[config.mk]
export PLATFORM = sky130hd
export DESIGN_NAME = gpd_front
export DESIGN_NICKNAME = d
export VERILOG_FILES = /design/src/design/gpd_pkg.sv /design/src/design/gpd_front.sv
export SDC_FILE = /design/constraint.sdc
export NUM_CORES = 1
export LEC_CHECK = 0
export BUFFER_PORTS_ARGS = -buffer_cell sky130_fd_sc_hd__buf_2
export CAP_MARGIN = 30
export CORE_MARGIN = 5
export CORE_UTILIZATION = 50
export DETAILED_ROUTE_END_ITERATION = 6
export PLACE_DENSITY_LB_ADDON = 0.25
export SYNTH_ARGS = -nofsm -noshare
export SYNTH_HDL_FRONTEND = slang
export SYNTH_SLANG_ARGS = --single-unit
[constraint.sdc]
create_clock -name i_clk -period 3.4 [get_ports i_clk]
set_input_delay 0.34 -clock i_clk [delete_from_list [all_inputs] [get_ports i_clk]]
set_output_delay 0.34 -clock i_clk [all_outputs]
set_load 0.02 [all_outputs]
[src/design/gpd_pkg.sv]
// Shared types, constants and helpers for the Gaussian pyramid down-sampler.
// No dependencies; every other design file uses these by scoped name.
package gpd_pkg;

    localparam int SIZE_BITS       = 11;    // frame_width / frame_height registers
    localparam int ROW_BITS        = 11;    // extended raster row counter
    localparam int PIXEL_PORT_BITS = 16;    // pixel field on the input stream
    localparam int VALUE_BITS      = 24;    // value field on the output stream
    localparam int CFG_INDEX_BITS  = 2;
    localparam int HEIGHT_LIMIT    = 1024;
    localparam int SIZE_RESET      = 640;
    localparam int SIZE_MAX        = (1 << SIZE_BITS) - 1;
    localparam int LINE_ROWS       = 4;     // rows held in the line store
    localparam int QUEUE_DEPTH     = 4;

    localparam int DEF_MAX_WIDTH   = 1024;
    localparam int DEF_PIXEL_BITS  = 16;

    localparam logic [CFG_INDEX_BITS-1:0] CFG_FRAME_WIDTH  = 2'd0;
    localparam logic [CFG_INDEX_BITS-1:0] CFG_FRAME_HEIGHT = 2'd1;

    localparam logic KIND_PIXEL = 1'b0;
    localparam logic KIND_FLUSH = 1'b1;

    // Per-item control decided by the front end.
    typedef struct packed {
        logic [2:0] rows_above;  // valid rows above this one in the store, 0..4
        logic       col_zero;    // first column of an extended row
        logic       emit;        // window centre is an even row and column
        logic       last;        // final result of the output frame
    } t_ctrl;

    localparam int CTRL_BITS = 6;

    typedef struct packed {
        logic full;
        logic empty;
    } t_qstat;

    // Zero reads as one, anything above the limit saturates.
    function automatic logic [SIZE_BITS-1:0] clamp_size(input logic [SIZE_BITS-1:0] v,
                                                        input logic [SIZE_BITS-1:0] hi);
        logic [SIZE_BITS-1:0] res;
        if (v == '0) begin
            res = SIZE_BITS'(1);
        end else if (v > hi) begin
            res = hi;
        end else begin
            res = v;
        end
        return res;
    endfunction

endpackage

[src/design/gpd_front.sv]
// Front end: configuration registers, extended raster position and item classification.
// Depends on gpd_pkg.
module gpd_front #(
    parameter int MAX_WIDTH   = gpd_pkg::DEF_MAX_WIDTH,
    parameter int COL_BITS    = $clog2(gpd_pkg::DEF_MAX_WIDTH + 2),
    parameter int SAMPLE_BITS = gpd_pkg::DEF_PIXEL_BITS
) (
    input  logic                                 i_clk,
    input  logic                                 i_rst_n,
    input  logic                                 i_cfg_valid,
    input  logic [gpd_pkg::CFG_INDEX_BITS-1:0]   i_cfg_index,
    input  logic [gpd_pkg::SIZE_BITS-1:0]        i_cfg_data,
    input  logic                                 i_s_tvalid,
    input  logic                                 i_kind,
    input  logic [gpd_pkg::PIXEL_PORT_BITS-1:0]  i_pixel,
    input  gpd_pkg::t_qstat                      i_qstat,
    output logic                                 o_s_tready,
    output logic                                 o_push,
    output gpd_pkg::t_ctrl                       o_ctrl,
    output logic [COL_BITS-1:0]                  o_col,
    output logic [SAMPLE_BITS-1:0]               o_sample,
    output logic                                 o_at_origin
);

    localparam int WIDTH_HI_INT = (MAX_WIDTH < gpd_pkg::SIZE_MAX) ? MAX_WIDTH : gpd_pkg::SIZE_MAX;
    localparam int WIDTH_RST_INT = (gpd_pkg::SIZE_RESET < WIDTH_HI_INT) ?
                                   gpd_pkg::SIZE_RESET : WIDTH_HI_INT;
    localparam logic [gpd_pkg::SIZE_BITS-1:0] WIDTH_HI  = gpd_pkg::SIZE_BITS'(WIDTH_HI_INT);
    localparam logic [gpd_pkg::SIZE_BITS-1:0] WIDTH_RST = gpd_pkg::SIZE_BITS'(WIDTH_RST_INT);
    localparam logic [gpd_pkg::SIZE_BITS-1:0] HEIGHT_HI =
        gpd_pkg::SIZE_BITS'(gpd_pkg::HEIGHT_LIMIT);
    localparam logic [gpd_pkg::SIZE_BITS-1:0] HEIGHT_RST =
        gpd_pkg::SIZE_BITS'(gpd_pkg::SIZE_RESET);

    logic [gpd_pkg::SIZE_BITS-1:0] r_frame_width,  n_frame_width;
    logic [gpd_pkg::SIZE_BITS-1:0] r_frame_height, n_frame_height;
    logic [COL_BITS-1:0]           r_col,  n_col;
    logic [gpd_pkg::ROW_BITS-1:0]  r_row,  n_row;

    logic [COL_BITS-1:0]           w_width_col;
    logic [COL_BITS-1:0]           w_width_m1;
    logic [COL_BITS-1:0]           w_end_col;
    logic [COL_BITS-1:0]           w_last_col;
    logic [gpd_pkg::SIZE_BITS-1:0] w_height_m1;
    logic [gpd_pkg::ROW_BITS-1:0]  w_last_row;
    logic                          w_inside;
    logic                          w_cfg_hit;

    assign w_width_col = COL_BITS'(r_frame_width);
    assign w_width_m1  = w_width_col - COL_BITS'(1);
    assign w_end_col   = w_width_col + COL_BITS'(1);
    assign w_last_col  = {w_width_m1[COL_BITS-1:1], 1'b0} + COL_BITS'(2);
    assign w_height_m1 = r_frame_height - gpd_pkg::SIZE_BITS'(1);
    assign w_last_row  = gpd_pkg::ROW_BITS'({w_height_m1[gpd_pkg::SIZE_BITS-1:1], 1'b0})
                         + gpd_pkg::ROW_BITS'(2);

    assign w_inside = (r_row < gpd_pkg::ROW_BITS'(r_frame_height)) && (r_col < w_width_col);

    assign o_s_tready  = !i_qstat.full;
    assign o_push      = i_s_tvalid && !i_qstat.full;
    assign o_col       = r_col;
    assign o_sample    = (i_kind == gpd_pkg::KIND_PIXEL && w_inside) ?
                         i_pixel[SAMPLE_BITS-1:0] : '0;
    assign o_at_origin = (r_col == '0) && (r_row == '0);

    always_comb begin
        o_ctrl.rows_above = (r_row >= gpd_pkg::ROW_BITS'(gpd_pkg::LINE_ROWS)) ?
                            3'(gpd_pkg::LINE_ROWS) : r_row[2:0];
        o_ctrl.col_zero   = (r_col == '0);
        o_ctrl.emit       = (r_row >= gpd_pkg::ROW_BITS'(2)) && (r_col >= COL_BITS'(2))
                            && !r_row[0] && !r_col[0];
        o_ctrl.last       = (r_row == w_last_row) && (r_col == w_last_col);
    end

    assign w_cfg_hit = i_cfg_valid && (i_cfg_index == gpd_pkg::CFG_FRAME_WIDTH ||
                                       i_cfg_index == gpd_pkg::CFG_FRAME_HEIGHT);

    always_comb begin
        n_frame_width  = r_frame_width;
        n_frame_height = r_frame_height;
        n_col          = r_col;
        n_row          = r_row;
        if (w_cfg_hit) begin
            // a register write restarts the extended raster
            if (i_cfg_index == gpd_pkg::CFG_FRAME_WIDTH) begin
                n_frame_width = gpd_pkg::clamp_size(i_cfg_data, WIDTH_HI);
            end else begin
                n_frame_height = gpd_pkg::clamp_size(i_cfg_data, HEIGHT_HI);
            end
            n_col = '0;
            n_row = '0;
        end else if (o_push) begin
            if (r_col == w_end_col) begin
                n_col = '0;
                if (r_row == gpd_pkg::ROW_BITS'(r_frame_height) + gpd_pkg::ROW_BITS'(1)) begin
                    n_row = '0;
                end else begin
                    n_row = r_row + gpd_pkg::ROW_BITS'(1);
                end
            end else begin
                n_col = r_col + COL_BITS'(1);
            end
        end
    end

    always_ff @(posedge i_clk) begin
        if (!i_rst_n) begin
            r_frame_width  <= WIDTH_RST;
            r_frame_height <= HEIGHT_RST;
            r_col          <= '0;
            r_row          <= '0;
        end else begin
            r_frame_width  <= n_frame_width;
            r_frame_height <= n_frame_height;
            r_col          <= n_col;
            r_row          <= n_row;
        end
    end

endmodule

=== Word level (Yosys, flattened, before mapping) ===
Cells that the tools add are included.

* Word-level logic and storage cells: 53
* Output and inout bits: 36
* Bits of input ports: 36
* Bits in registers: 44

* Reductions and logical operators: 21
* Add/subtract/negate cells: 8
* Magnitude comparators: 6
* Bitwise gates (word level): 3
* Multiplexer cells: 6
* Equal/unequal tests: 5

{| class="wikitable"
|+ Operators with widths
! operator !! number
|-
| 11-bit by 1-bit adder with 11-bit output, second input constant || 4
|-
| 11-bit == test || 4
|-
| 11-bit 2-to-1 mux || 4
|-
| 11-bit zero test || 3
|-
| 11-bit by 2-bit adder with 11-bit output, second input constant || 2
|-
| 11-bit by 2-bit greater-or-equal comparator with 1-bit output, second input constant || 2
|-
| 11-bit less-than comparator || 2
|-
| 11-bit by 1-bit subtractor with 11-bit output, second input constant || 2
|-
| 16-bit 2-to-1 mux || 1
|-
| 11-bit by 3-bit greater-or-equal comparator with 1-bit output, second input constant || 1
|-
| 11-bit greater-than comparator, second input constant || 1
|-
| 1-bit logical AND || 9
|-
| 2-bit AND reduction || 3
|-
| 1-bit zero test || 3
|-
| 3-bit 2-to-1 mux || 1
|-
| 1-bit inverter || 3
|-
| 2-bit by 1-bit == test with 1-bit output, second input constant || 1
|-
| 2-bit zero test || 1
|-
| 2-bit OR reduction || 1
|-
| 1-bit logical OR || 1
|}

=== Depth between registers and ports, before layout ===
* Depth in word-level cells: 4
* Gate-level depth with buffers: 12
* Mapped depth without buffers: 11

=== Least setup slack after synthesis ===
Ideal clock, no wire load.

* Path kind: register -> output
* From: register r_frame_width[1] in the netlist's numbering
* To: output o_ctrl[0] in the netlist's numbering
* Stages on the path, launching flop included: 13
* Path slack: -0.048 ns
* Path buffers: 2
* Data arrival time: 3.108 ns
* Data required time: 3.060 ns
* Cell sequence: dfxtp_1 clkbuf_1 inv_1 ha_1 or3b_1 buf_2 or3_4 or3_4 xnor2_4 nor3_1 xnor2_1 nand4_1 nor4_2

{| class="wikitable"
|+ RTL lines
! element !! RTL line !! text
|-
| start: declaration || gpd_front.sv:35 || <nowiki>logic [gpd_pkg::SIZE_BITS-1:0] r_frame_width, n_frame_width;</nowiki>
|-
| start signal: assignment || gpd_front.sv:113 || <nowiki>r_frame_width <= n_frame_width;</nowiki>
|-
| end: declaration || gpd_front.sv:19 || <nowiki>output gpd_pkg::t_ctrl o_ctrl,</nowiki>
|}

==> flow_metrics.env <==
export IMPL_drc=0
export IMPL_crit_path_end_kind="output port"
export IMPL_rsz0062_at_grt="yes"
export IMPL_dp_hpwl_microns=9470
export IMPL_p_total_mw=1.26
export IMPL_cts_max_level=2
export IMPL_p_seq_frac=0.425
export IMPL_cellInternalPower_mw=0.852
export IMPL_whs_ns=0.360
export IMPL_overflow=0
export IMPL_cts_clk_slew_worst_paths_ns=0.09
export IMPL_slew_headroom=0.618
export IMPL_antenna_found_initial=0
export IMPL_ys_types=51
export IMPL_worst_slew_pin_slew_ns=0.571
export IMPL_max_vdd_ir_drop_uv=184
export IMPL_via_per_inst=5.62
export IMPL_grt_pass1_wl_microns=19400
export IMPL_min_period_over_period=1.04
export IMPL_cts_num_sinks=44
export IMPL_seq_area_frac_synth=0.200
export IMPL_cts_tree="built"
export IMPL_p_per_area_nw_per_um2=250
export IMPL_cts_root_buf="clkbuf_8"
export IMPL_die_w_microns=104
export IMPL_cp_required_ns=3.06
export IMPL_grt_pass1_vias=4055
export IMPL_cts_made_buffers=5
export IMPL_placed_cell_area_sq_um=4930
export IMPL_wl_per_cell_microns=14.9
export IMPL_run_status="finished, violations left"
export IMPL_n_antenna_cell=0
export IMPL_crit_arrival_ns=3.19
export IMPL_fin_area_sq_um=5050
export IMPL_syn_num_nets=680
export IMPL_drive_above_1_share=0.177
export IMPL_io_pins=72
export IMPL_min_path_type="input pin to flop"
export IMPL_grtUsageTotal=0.211
export IMPL_final_nets=741
export IMPL_die_h_microns=104
export IMPL_start_util=0.508
export IMPL_synth_area_per_cell_sq_um=7.22
export IMPL_wl_microns=11600
export IMPL_drtAntennaViolNets=0
export IMPL_syn_area_sq_um=4410
export IMPL_fp_dieArea_sq_um=10800
export IMPL_clock_fmax_ghz=0.283
export IMPL_crit_type="flop to output port"
export IMPL_portBuffers=70
export IMPL_clock_skew_ns=0.00711
export IMPL_vias=4386
export IMPL_num_rows=34
export IMPL_setup_slack_ns=-0.134
export IMPL_clockBufferDepth=2
export IMPL_setup_viol=1
export IMPL_swShare=0.326
export IMPL_synth_seq_cells=44
export IMPL_power_frac_comb=0.291
export IMPL_drtIter0Drc=250
export IMPL_final_core_util=0.582
export IMPL_synth_edff_count=0
export IMPL_startpoint_type="flop"
export IMPL_async_flop_share=0
export IMPL_p_sw_mw=0.412
export IMPL_gp_congestion=0.926
export IMPL_drt_first_pass_iters=5
export IMPL_hold_buffers=0
export IMPL_grt_max_degree=25
export IMPL_p_leak_nw=2.09
export IMPL_final_max_slew_viol_count=0
export IMPL_coreArea_sq_um=8680
export IMPL_failed_checks="setup timing"
export IMPL_area_growth_pct=14.6
export IMPL_fin_crit_ns=3.53
export IMPL_crit_path_max_fanout=7
export IMPL_syn_inst=611
export IMPL_hold_viol=0
export IMPL_maxCapViolCount=0
export IMPL_clk_latency_ns=0.30
export IMPL_ys_warn_count=0
export IMPL_clockPowerShare=0.285
export IMPL_ys_flop_type="dfxtp_1"
[state kept, by name, summed over array words and instances (netlist names)]
name	flops
o_col	11
r_frame_height	11
r_frame_width	11
r_row	11
[cells by family after synthesis]
kind of cell | after synthesis | synth area share
simple gates | 255 | 0.299
compound gates | 104 | 0.163
buf+inv | 96 | 0.0837
xor+xnor | 79 | 0.161
flops | 44 | 0.200
fa+ha+maj | 33 | 0.0936
[power by group through the flow]
stage,clock network [mW],logic [mW],registers [mW]
floorplan,0,0.268,0.543
global placement,0,0.353,0.548
detailed placement,0,0.361,0.549
CTS,0.359,0.368,0.537
global route,0.391,0.404,0.539
finish,0.360,0.368,0.537
[placed cells by master (no fill, tap or decap), types with 5 or more instances in the layout]
cell type  netlist  routed
a211oi_1         5       5
a21boi_0        19      19
a21oi_1         19      19
and2_1           8       8
and3_1           7       7
buf_2            6      69
buf_4            0      25
clkbuf_8         0       6
dfxtp_1         44      43
ha_1            33      33
inv_1           54      54
nand2_1         62      62
nand3_1         24      24
nand4_1         12      12
nor2_1          43      43
nor2b_1         13      13
nor3_1          23      21
nor4_1          34      34
o211ai_1         5       5
o21a_1          11      11
o21ai_0         19      19
or3_1            9       9
xnor2_1         55      54
xor2_1          23      23
[repair_timing]
item,in CTS,in global routing
setup buffers,0,0
pin swaps,5,0
endpoints found under the setup margin,1,1
hold endpoints to repair,0,0
resized for setup,7,1
[metal layers]
metal	wire length [microns]	track usage
met4	158	0.0527
met1	5190	0.285
met5	0	0
met2	5390	0.346
met3	871	0.0397
[cell usage after synthesis, drive strengths merged (2+ instances only)]
| cell | instances | share of area |
|---|---|---|
| nand2 | 62 | 0.053 |
| xnor2 | 56 | 0.12 |
| inv | 55 | 0.047 |
| dfxtp | 44 | 0.20 |
| nor2 | 43 | 0.037 |
| nor4 | 36 | 0.054 |
| clkbuf | 34 | 0.029 |
| ha | 33 | 0.094 |
| nand3 | 24 | 0.027 |
| nor3 | 23 | 0.026 |
| xor2 | 23 | 0.046 |
| a21boi | 19 | 0.032 |
| a21oi | 19 | 0.022 |
| o21ai | 19 | 0.022 |
| nor2b | 13 | 0.018 |
| nand4 | 12 | 0.017 |
| o21a | 11 | 0.019 |
| or3 | 11 | 0.018 |
| and2 | 8 | 0.011 |
| a211oi | 7 | 0.014 |
| and3 | 7 | 0.0099 |
| buf | 6 | 0.0068 |
| o211ai | 5 | 0.0085 |
| o31ai | 5 | 0.0096 |
| nand2b | 4 | 0.0057 |
| nand4b | 4 | 0.0079 |
| a211o | 3 | 0.0060 |
| a31oi | 3 | 0.0043 |
| o22ai | 3 | 0.0043 |
| a2111oi | 2 | 0.0040 |
| o2111a | 2 | 0.0051 |
| o2111ai | 2 | 0.0040 |
| or2 | 2 | 0.0028 |
[through the flow]
| stage | cells | setup TNS, ns | worst slack, ns |
|---|---|---|---|
| after floorplan | 611 | 0 | 0.0205 |
| after global placement | 771 | 0 | 0.149 |
| after detailed placement | 773 | 0 | 0.131 |
| after CTS | 781 | -0.118 | -0.118 |
| after global routing | 781 | -0.289 | -0.289 |
| final | 781 | -0.134 | -0.134 |
[final timing paths]
check | start | end | slack (ns) | depth (start not counted)
worst max-delay path | r_frame_width[0]$_SDFFE_PN0P_ | o_ctrl[0] | -0.13 | 10
worst min-delay path | i_cfg_data[9] | r_frame_width[9]$_SDFFE_PN1P_ | 0.36 | 3
worst max register to register | r_frame_width[4]$_SDFFE_PN0P_ | r_row[7]$_SDFFE_PP0P_ | 0.47 | 8
worst min register to register | r_frame_width[5]$_SDFFE_PN0P_ | r_frame_width[5]$_SDFFE_PN0P_ | 0.50 | 2
[layout make-up]
type | count | area [sq um]
Clock buffer | 6 | 82.6
Clock inverter | 2 | 15.0
Fill cell | 839 | 3620
Inverter | 56 | 210
Multi-Input combinational cell | 471 | 3200
Sequential cell | 44 | 882
Tap cell | 108 | 135
Timing Repair Buffer | 94 | 533
[critical path: stages, from the launching register on]
cell     delay [ns]
dfxtp_2        0.36
inv_1          0.06
ha_1           0.15
or3b_4         0.40
or3_4          0.37
or3_4          0.37
xnor2_4        0.18
nor4_1         0.33
o22ai_2        0.14
nor4_4         0.34
buf_4          0.20
(Power assumes the default switching activity.)
